File: config.mk
export PLATFORM = sky130hd
export DESIGN_NAME = delimited_number_field_parser_core
export DESIGN_NICKNAME = d
export VERILOG_FILES = /design/src/dnfp_pkg.sv /design/src/dnfp_char_decode.sv /design/src/dnfp_tokenizer.sv /design/src/delimited_number_field_parser_core.sv
export SDC_FILE = /design/constraint.sdc
export NUM_CORES = 1
export LEC_CHECK = 0
export BUFFER_PORTS_ARGS = -buffer_cell sky130_fd_sc_hd__buf_2
export CAP_MARGIN = 20
export CORE_MARGIN = 3
export CORE_UTILIZATION = 32
export DETAILED_ROUTE_END_ITERATION = 16
export HOLD_SLACK_MARGIN = 0.1
export SLEW_MARGIN = 25
export SYNTH_ARGS = -nofsm -noshare
export SYNTH_HDL_FRONTEND = slang
export SYNTH_SLANG_ARGS = --single-unit
File: constraint.sdc
create_clock -name clk -period 12.4 [get_ports clk]
set_input_delay 0 -clock clk [delete_from_list [all_inputs] [get_ports clk]]
set_output_delay 0 -clock clk [all_outputs]
set_load 0.01 [all_outputs]
File: src/dnfp_pkg.sv
`timescale 1ns / 1ps
// ----------------------------------------------------------------------------
// dnfp_pkg
// Shared types and constants of the delimited number field parser.
// ----------------------------------------------------------------------------
package dnfp_pkg;

	localparam int unsigned VALUE_W  = 32;
	localparam int unsigned CHAR_W   = 8;
	localparam int unsigned INDEX_W  = 8;
	localparam int unsigned DIGIT_W  = 4;
	localparam int unsigned CFG_IDX_W = 8;
	localparam int unsigned CFG_DAT_W = 8;

	localparam logic [CFG_IDX_W-1:0] REG_HEX_MODE   = 8'd0;
	localparam logic [CFG_IDX_W-1:0] REG_MAX_FIELDS = 8'd1;

	localparam logic             HEX_MODE_RST   = 1'b1;
	localparam logic [INDEX_W-1:0] MAX_FIELDS_RST = 8'd6;

	localparam logic [CHAR_W-1:0] CH_SPACE = 8'h20;
	localparam logic [CHAR_W-1:0] CH_COLON = 8'h3a;
	localparam logic [CHAR_W-1:0] CH_COMMA = 8'h2c;
	localparam logic [CHAR_W-1:0] CH_ZERO  = 8'h30;
	localparam logic [CHAR_W-1:0] CH_NINE  = 8'h39;
	localparam logic [CHAR_W-1:0] CH_LA    = 8'h61;
	localparam logic [CHAR_W-1:0] CH_LF    = 8'h66;
	localparam logic [CHAR_W-1:0] CH_UA    = 8'h41;
	localparam logic [CHAR_W-1:0] CH_UF    = 8'h46;
	localparam logic [DIGIT_W-1:0] DIGIT_TEN = 4'ha;

	typedef struct packed {
		logic               sep;
		logic               digit_ok;
		logic [DIGIT_W-1:0] digit;
	} dec_t;

	typedef struct packed {
		logic               valid;
		logic [VALUE_W-1:0] value;
		logic [INDEX_W-1:0] index;
		logic               field_valid;
		logic               done;
	} res_t;

endpackage

File: src/dnfp_char_decode.sv
`timescale 1ns / 1ps
// ----------------------------------------------------------------------------
// dnfp_char_decode
// Classifies one character as separator or digit and gives its digit value.
// ----------------------------------------------------------------------------
module dnfp_char_decode import dnfp_pkg::*; (
	input  logic [CHAR_W-1:0] ch,
	input  logic              hex_mode,
	output dec_t              dec
);

	always_comb begin
		dec.sep      = (ch inside {CH_SPACE, CH_COLON, CH_COMMA});
		dec.digit_ok = 1'b0;
		dec.digit    = '0;
		if (ch inside {[CH_ZERO:CH_NINE]}) begin
			dec.digit_ok = 1'b1;
			dec.digit    = DIGIT_W'(ch - CH_ZERO);
		end else if (hex_mode && (ch inside {[CH_LA:CH_LF]})) begin
			dec.digit_ok = 1'b1;
			dec.digit    = DIGIT_W'(ch - CH_LA) + DIGIT_TEN;
		end else if (hex_mode && (ch inside {[CH_UA:CH_UF]})) begin
			dec.digit_ok = 1'b1;
			dec.digit    = DIGIT_W'(ch - CH_UA) + DIGIT_TEN;
		end
	end

endmodule

File: src/dnfp_tokenizer.sv
`timescale 1ns / 1ps
// ----------------------------------------------------------------------------
// dnfp_tokenizer
// Field state and accumulator; closes fields and forms at most one result per step.
// ----------------------------------------------------------------------------
module dnfp_tokenizer import dnfp_pkg::*; (
	input  logic               clk,
	input  logic               arst_n,
	input  logic               step,
	input  dec_t               dec,
	input  logic               last,
	input  logic               hex_mode,
	input  logic [INDEX_W-1:0] max_fields,
	output res_t               res
);

	logic [VALUE_W-1:0] acc_q;
	logic               in_token_q;
	logic               stopped_q;
	logic [INDEX_W-1:0] fields_q;

	logic               start;
	logic               tok_now;
	logic               close;
	logic               emit;
	logic [VALUE_W-1:0] acc_base;
	logic [VALUE_W-1:0] acc_scaled;
	logic [VALUE_W-1:0] acc_n;
	logic               stopped_base;
	logic               stopped_n;

	always_comb begin
		start        = !dec.sep && !in_token_q;
		tok_now      = in_token_q || !dec.sep;
		acc_base     = start ? '0 : acc_q;
		stopped_base = start ? 1'b0 : stopped_q;
		acc_scaled   = hex_mode ? (acc_base << 4) : ((acc_base << 3) + (acc_base << 1));
		acc_n        = acc_base;
		stopped_n    = stopped_base;
		if (!dec.sep && !stopped_base) begin
			if (dec.digit_ok) begin
				acc_n = acc_scaled + VALUE_W'(dec.digit);
			end else begin
				stopped_n = 1'b1;
			end
		end
		close = (dec.sep || last) && tok_now;
		emit  = close && (fields_q < max_fields);

		res.valid       = emit || last;
		res.field_valid = emit;
		res.done        = last;
		res.index       = emit ? fields_q : '0;
		res.value       = '0;
		if (emit) begin
			res.value = hex_mode ? VALUE_W'(acc_n[7:0]) : acc_n;
		end
	end

	always_ff @(posedge clk or negedge arst_n) begin
		if (!arst_n) begin
			acc_q      <= '0;
			in_token_q <= 1'b0;
			stopped_q  <= 1'b0;
			fields_q   <= '0;
		end else if (step) begin
			if (last) begin
				acc_q      <= '0;
				in_token_q <= 1'b0;
				stopped_q  <= 1'b0;
				fields_q   <= '0;
			end else if (close) begin
				acc_q      <= '0;
				in_token_q <= 1'b0;
				stopped_q  <= 1'b0;
				fields_q   <= fields_q + INDEX_W'(emit);
			end else begin
				acc_q      <= acc_n;
				in_token_q <= tok_now;
				stopped_q  <= stopped_n;
			end
		end
	end

endmodule

File: src/delimited_number_field_parser_core.sv
`timescale 1ns / 1ps
// ----------------------------------------------------------------------------
// delimited_number_field_parser_core
// Parses separated hex or decimal fields of a character stream into numbers.
// ----------------------------------------------------------------------------
// An accepted character passes the input register, then the result register.
// Throughput: one character per cycle while the output is not stalled, set
// by the single accumulate step between the two registers.
// Reset: arst_n clears the field state and the pipeline valid flags at once;
// hex_mode returns to 1 and max_fields to 6.
module delimited_number_field_parser_core import dnfp_pkg::*; (
	input  logic                 clk,
	input  logic                 arst_n,
	input  logic                 s_tvalid,
	output logic                 s_tready,
	input  logic [7:0]           s_tdata,   // ch[7:0]
	input  logic                 s_tlast,   // end_of_text
	output logic                 m_tvalid,
	input  logic                 m_tready,
	output logic [39:0]          m_tdata,   // value[31:0], field_index[39:32]
	output logic [0:0]           m_tuser,   // field_valid[0]
	output logic                 m_tlast,   // string_done
	input  logic                 cfg_valid,
	output logic                 cfg_ready,
	input  logic [CFG_IDX_W-1:0] cfg_index,
	input  logic [CFG_DAT_W-1:0] cfg_data
);

	logic               hex_mode_q;
	logic [INDEX_W-1:0] max_fields_q;

	logic               valid_s1;
	logic [CHAR_W-1:0]  ch_s1;
	logic               last_s1;

	logic               out_valid_q;
	res_t               out_q;

	logic               can_adv;
	logic               step;
	dec_t               dec;
	res_t               res;

	assign cfg_ready = 1'b1;

	always_ff @(posedge clk or negedge arst_n) begin
		if (!arst_n) begin
			hex_mode_q   <= HEX_MODE_RST;
			max_fields_q <= MAX_FIELDS_RST;
		end else if (cfg_valid) begin
			if (cfg_index == REG_HEX_MODE) begin
				hex_mode_q <= cfg_data[0];
			end else if (cfg_index == REG_MAX_FIELDS) begin
				max_fields_q <= cfg_data;
			end
		end
	end

	assign can_adv  = !out_valid_q || m_tready;
	assign step     = valid_s1 && can_adv;
	assign s_tready = !valid_s1 || can_adv;

	always_ff @(posedge clk or negedge arst_n) begin
		if (!arst_n) begin
			valid_s1 <= 1'b0;
		end else if (s_tready) begin
			valid_s1 <= s_tvalid;
		end
	end

	always_ff @(posedge clk) begin
		if (s_tready && s_tvalid) begin
			ch_s1   <= s_tdata;
			last_s1 <= s_tlast;
		end
	end

	dnfp_char_decode u_decode (
		.ch       (ch_s1),
		.hex_mode (hex_mode_q),
		.dec      (dec)
	);

	dnfp_tokenizer u_tokenizer (
		.clk        (clk),
		.arst_n     (arst_n),
		.step       (step),
		.dec        (dec),
		.last       (last_s1),
		.hex_mode   (hex_mode_q),
		.max_fields (max_fields_q),
		.res        (res)
	);

	always_ff @(posedge clk or negedge arst_n) begin
		if (!arst_n) begin
			out_valid_q <= 1'b0;
		end else if (can_adv) begin
			out_valid_q <= step && res.valid;
		end
	end

	always_ff @(posedge clk) begin
		if (step && res.valid) begin
			out_q <= res;
		end
	end

	assign m_tvalid = out_valid_q;
	assign m_tdata  = {out_q.index, out_q.value};
	assign m_tuser  = out_q.field_valid;
	assign m_tlast  = out_q.done;

`ifndef SYNTHESIS
	// A result that does not end the string always carries a field.
	a_mid_result_has_field: assert property (@(posedge clk) disable iff (!arst_n)
		(m_tvalid && !m_tlast) |-> m_tuser[0])
		else $error("non-final result without a field");

	// A result without a field shows zero value and index.
	a_empty_result_zero: assert property (@(posedge clk) disable iff (!arst_n)
		(m_tvalid && !m_tuser[0]) |-> (m_tdata == '0))
		else $error("empty result carries data");

	// In hex mode a field value fits in a byte.
	a_hex_byte: assert property (@(posedge clk) disable iff (!arst_n)
		(m_tvalid && hex_mode_q) |-> (m_tdata[31:8] == '0))
		else $error("hex value wider than a byte");

	// A character held back by a full output stays in the input register.
	a_s1_hold: assert property (@(posedge clk) disable iff (!arst_n)
		(valid_s1 && !can_adv) |=> (valid_s1 && $stable(ch_s1) && $stable(last_s1)))
		else $error("stalled character lost");
`endif

endmodule
**Yosys cells after proc, flatten, opt, wreduce, memory -nomap -nowiden**

Cells that the tools add are included.

- Register bits: 104
- Bits in latches: 0
- RAM bits: 0
- Memory bits (read-only): 0
- Bits of input ports: 30
- Output and inout port bits: 45
- Logic and storage cells: 83
- Memories kept: 0

- $add $sub $neg: 8
- Multipliers: 0
- Divide/modulo/power cells: 0
- Order comparisons: 7
- Equality and inequality tests: 4
- Shifts and indexed selects: 0
- Multiplexer cells: 18
- Bitwise operators: 2
- Reduce and logical (&&, ||, !) cells: 29

Operator list:

| operator | count |
|---|---|
| two-way mux 32 bit | 6 |
| adder 32 bit | 1 |
| adder 32 x 4 -> 32 bit | 1 |
| == test 8 x 6 -> 1 bit, second input constant | 3 |
| >= comparator 8 x 7 -> 1 bit, second input constant | 2 |
| <= comparator 8 x 7 -> 1 bit, second input constant | 2 |
| two-way mux 8 bit | 2 |
| two-way mux 5 bit | 3 |
| logical AND 1 bit | 12 |
| subtractor 4 x 1 -> 4 bit, second input constant | 3 |
| adder 4 bit, second input constant | 2 |
| adder 8 x 1 -> 8 bit | 1 |
| == test 8 x 1 -> 1 bit, second input constant | 1 |
| >= comparator 8 x 6 -> 1 bit, second input constant | 1 |
| <= comparator 8 x 6 -> 1 bit, second input constant | 1 |
| zero test 8 bit | 1 |
| < comparator 8 bit | 1 |
| two-way mux 1 bit | 7 |
| zero test 1 bit | 5 |
| logical OR 1 bit | 5 |
| AND reduction 2 bit | 2 |
| AND reduction 3 bit | 1 |
| nonzero test 3 bit | 1 |
| NOT 1 bit | 2 |
| 2 further kinds | 2 |

**Longest topological paths before layout**

- Word-level depth: 12
- Mapped depth: 23

**Cells and area by module**

A second synthesis with hierarchy kept.

- Cell total of the unflattened synthesis: 950
- Area total of the unflattened synthesis: 8200.4 sq um

Modules (own cells, without submodules):

| module | times used | cells each | area each (sq um) |
|---|---|---|---|
| dnfp_tokenizer | 1 | 834 | 5941.9 |
| delimited_number_field_parser_core | 1 | 86 | 2039.5 |
| dnfp_char_decode | 1 | 30 | 219.0 |

**Worst setup path before layout**

Ideal clock, no wire load.

- Path kind: register -> register
- Start: register ch_s1[0]
- End: register out_q, in the netlist m_tdata[31], data pin
- Library setup time: 257 ps
- Arrival: 5315 ps
- Required time: 12143 ps
- Slack: 6828 ps
- Cell stages (with the launch flop): 23
- Buffers on the path: 2
- Path through: edfxtp_1 -> inv_1 -> ha_1 -> and4b_1 -> o31a_1 -> nor2_1 -> clkbuf_1 -> buf_1 -> nor2_1 -> ha_1 -> ha_1 -> or3_1 -> a31oi_1 -> a211oi_2 -> a221oi_1 -> xor2_1 -> o41ai_4 -> nand2_2 -> nor4_4 -> nand2_2 -> nand4b_4 -> xor2_1 -> o21ai_1

- Word-level cells in the longest chain between the ends: 10
- Elaborated cells between the ends (all ways): 40
- Those cells by class: add/sub: 7; order compare: 6; eq/ne: 3; mux: 8; bitwise: 1; reduce/logical: 15

RTL lines:

| item | RTL line | text |
|---|---|---|
| from (decl) | delimited_number_field_parser_core.sv:33 | `logic [CHAR_W-1:0] ch_s1;` |
| from (signal assigned) | delimited_number_field_parser_core.sv:73 | `ch_s1 <= s_tdata;` |
| == test 8 x 6 -> 1 bit | dnfp_char_decode.sv:13 | `dec.sep = (ch inside {CH_SPACE, CH_COLON, CH_COMMA});` |
| nonzero test 3 bit | dnfp_char_decode.sv:13 |  |
| zero test 1 bit | dnfp_tokenizer.sv:33, dnfp_tokenizer.sv:34, dnfp_tokenizer.sv:40 |  |
| logical AND 1 bit | dnfp_tokenizer.sv:33 | `start = !dec.sep && !in_token_q;` |
| two-way mux 32 bit | dnfp_tokenizer.sv:35 | `acc_base = start ? '0 : acc_q;` |
| adder 32 bit | dnfp_tokenizer.sv:37 | `acc_scaled = hex_mode ? (acc_base << 4) : ((acc_base << 3) + (acc_base << 1));` |
| two-way mux 32 bit | dnfp_tokenizer.sv:37 |  |
| adder 32 x 4 -> 32 bit | dnfp_tokenizer.sv:42 | `acc_n = acc_scaled + VALUE_W'(dec.digit);` |
| two-way mux 32 bit | dnfp_tokenizer.sv:41 | `if (dec.digit_ok) begin` |
| two-way mux 32 bit | dnfp_tokenizer.sv:40 | `if (!dec.sep && !stopped_base) begin` |
| to (signal assigned) | delimited_number_field_parser_core.sv:105 | `out_q <= res;` |
| to (decl) | delimited_number_field_parser_core.sv:37 | `res_t out_q;` |

Parallel ways exist; a longest one is shown, timed or not.
A chain may end at the register's enable or synchronous reset.

**Final worst setup path**

Same ends and word-level chain as after synthesis.

==> summary.txt <==
TNS Setup - 0 ps
largest net degree at the start of global routing - 54
net count reported at finish - 1079
reg2reg start - ch_s1[0]$_DFFE_PP_
CP arrival - 6020 ps
die width - 168.3 um
min-delay worst type - primary input to register
vias in the first global route - 7181
per-cell routed wire length - 18.67 um
wire length on met2 - 11.25 mm
wl on met1 - 12.06 mm
area grow syn2layout - 11.97%
Final min period - 5909 ps
Slew Limit Fails - 0
RSZ-0062 raised after global routing - false
Via density - 5.679
Tot GR Track Use - 17.50%
# fillers - 2614
Top Ports - 75
Clk Latency, worst-skew pair - 360 ps
Worst setup endpoint - m_tdata[31]$_SDFFCE_PP0P_
synthesized instance count - 985
initial DRC count - 777
top layer in use - met4
register area share after synthesis - 33.97%
RePlAce Congestion - 0.8767
leading cell type in the layout, fill and taps excluded - nand2_1
row cnt - 58
Die ar. - 28310 um^2
Root Buffer - clkbuf_16
CORE AREA - 25540 um^2
status - finished clean
initial antenna violation count - 0
most frequent cells in the layout - nand2_1, nor2_1, o21ai_0
Syn Nets - 1042
dpl cells - 1319
final hold vios - 0
Tightest Pin Transition - 1038 ps
R2R Setup Slk - 6490 ps
number of synthesized register bits - 104
IO Port Bufs - 73
CTS resizes - 0
Leakage - 0.003519 uW
Num CTS Buffers - 9
# diodes - 0
Async SR Flop Fraction - 50.96%
Worst-path clk slew - 70 ps
PwrDens - 82.36 nW/um^2
Top FF cell, synth - edfxtp_1
Post-Syn Area - 8424 um^2
# setup viols final - 0
final cell count without fillers - 1357
Critical Path Sink Type - register
Crit Path Max Fanout - 27
Die Height - 168.3 um
layout cells sized above 1 - 14.31%
max-cap violation count - 0
fin crit share - 47.65%
Reg2Reg Depth - 21
DR DRC count - 0
Post-Route WL - 25.33 mm
syn_area_per_cell - 8.553 um^2
FMAX - 0.1692 GHz
Crit Path Class - register to register
Initial Utilization - 32.98%
Max VDD drop - 0.06103 mV
max_slew headroom - 30.83%
Worst Path Required - 12510 ps
RR Endpoint - m_tdata[31]$_SDFFCE_PP0P_
Clock Sinks - 104
clk_skew - 11.32 ps
Routed met3 length - 1.651 mm
CTS tree - done
Initial DRT Pass Iterations - 6
total power - 776.9 uW
via count of the routed design - 7707
Max clock buf depth - 2
first-pass GRT wire length - 40.43 mm
Yosys warnings - 0
Synth cell types - 95
Congestion Overflow GR - 0
number of H-tree levels - 3
crit start category - register
HPWL Detailed - 17.58 mm
crit path launch - ch_s1[0]$_DFFE_PP_
antenna-violating nets left - 0
number of flops mapped to enable cells by yosys - 51
-- registers in the layout, summed over array words and instances (netlist names) --
register	count
last_s1	1
ch_s1	8
m_tlast	1
u_tokenizer.in_token_q	1
m_tuser	1
u_tokenizer.fields_q	8
u_tokenizer.acc_q	32
max_fields_q	8
valid_s1	1
hex_mode_q	1
m_tvalid	1
u_tokenizer.stopped_q	1
m_tdata	40
-- critical path, stage by stage (launching register included) --
cell and delay [ps]:
edfxtp_1 420, inv_1 120, ha_1 230, and4b_1 230
o31a_1 400, nor2_2 100, buf_4 310, nor2_1 110
ha_1 330, ha_1 330, or3_1 330, a31oi_1 260
a211oi_2 190, a221oi_1 560, xor2_1 220, o41ai_4 280
nand2_2 130, nor4_4 510, nand2_2 110, nand4b_4 190
xor2_1 200, o21ai_1 80
-- logic make-up after synthesis --
| logic type | count (synthesis) | synth area share, % |
|---|---|---|
| muxes | 20 | 2.540 |
| buffers and inverters | 113 | 5.644 |
| adders and majority gates | 31 | 4.589 |
| DFF | 104 | 33.97 |
| AOI/OAI and AO/OA | 286 | 23.44 |
| other | 1 | 0.04451 |
| xor gates and xnor gates | 70 | 7.456 |
| and+or+nand+nor | 360 | 22.32 |
-- synthesized netlist by cell type (all sizes together), types with 17 or more instances --
library cell / n / area, um^2
a21oi: 45 / 225.2
a31oi: 17 / 112.6
and2: 25 / 156.4
buf: 34 / 178.9
clkbuf: 43 / 161.4
dfrtp: 50 / 1251
edfxtp: 51 / 1531
ha: 26 / 325.3
inv: 35 / 131.4
nand2: 99 / 379.1
nand3: 25 / 125.1
nor2: 81 / 304.0
nor3: 32 / 176.4
o21ai: 90 / 450.4
xnor2: 31 / 271.5
xor2: 39 / 356.6
-- power breakdown --
| part | total (uW) | internal, uW | leakage, uW | switching [uW] |
|---|---|---|---|---|
| clock network | 277 | 138 | 0.000132 | 138 |
| logic | 112 | 32.5 | 0.00217 | 79.1 |
| registers | 389 | 379 | 0.00122 | 9.74 |
| total | 777 | 550 | 0.00352 | 227 |
-- routing by layer --
metal	up-vias	track usage, %
met3	29	2.278
met5	-	0
met4	0	3.593
li1	3678	-
met1	3713	26.84
met2	287	26.29
-- worst min-delay path by stage --
stage | cells past startpoint | slack [ps] | from | to
3_5_place_dp | 1 | 180 | s_tdata[0] | ch_s1[0]$_DFFE_PP_
2_1_floorplan | 0 | -300 | arst_n | m_tvalid$_DFFE_PN0P_
3_3_place_gp | 1 | 180 | s_tdata[4] | ch_s1[4]$_DFFE_PP_
4_1_cts | 5 | 110 | cfg_index[4] | hex_mode_q$_DFFE_PN1P_
5_1_grt | 5 | 110 | cfg_index[5] | hex_mode_q$_DFFE_PN1P_
6_report | 5 | 110 | cfg_index[4] | hex_mode_q$_DFFE_PN1P_
-- final cells by class --
type,instances,area [um^2],share of cell area [%]
clock inverters,7,55.05,0.5836
flip-flops and latches,104,2861,30.34
clock buffers,9,225.2,2.388
well taps,330,412.9,4.377
inverters,36,135.1,1.433
repair buffers,103,645.6,6.844
multi-input cells,768,5097,54.04
-- stage by stage --
stage	utilization, %	area [um^2]	hold WS (ps)	setup slack [ps]
6_report	36.93	9433	108.4	6491
2_1_floorplan	-	8424	-295.6	6828
3_3_place_gp	34.97	8932	178.1	6751
3_5_place_dp	34.97	8932	179.0	6535
5_1_grt	36.93	9433	114.9	6053
4_1_cts	36.93	9433	105.4	6515
-- repair_timing --
action | 4_1_cts | 5_1_grt
hold buffers | 22 | 0
hold endpoints to repair | 70 | 0
setup buffers | 0 | 0
setup endpoints to repair | 0 | 0
No activity file was read; power rests on OpenSTA's default activity.
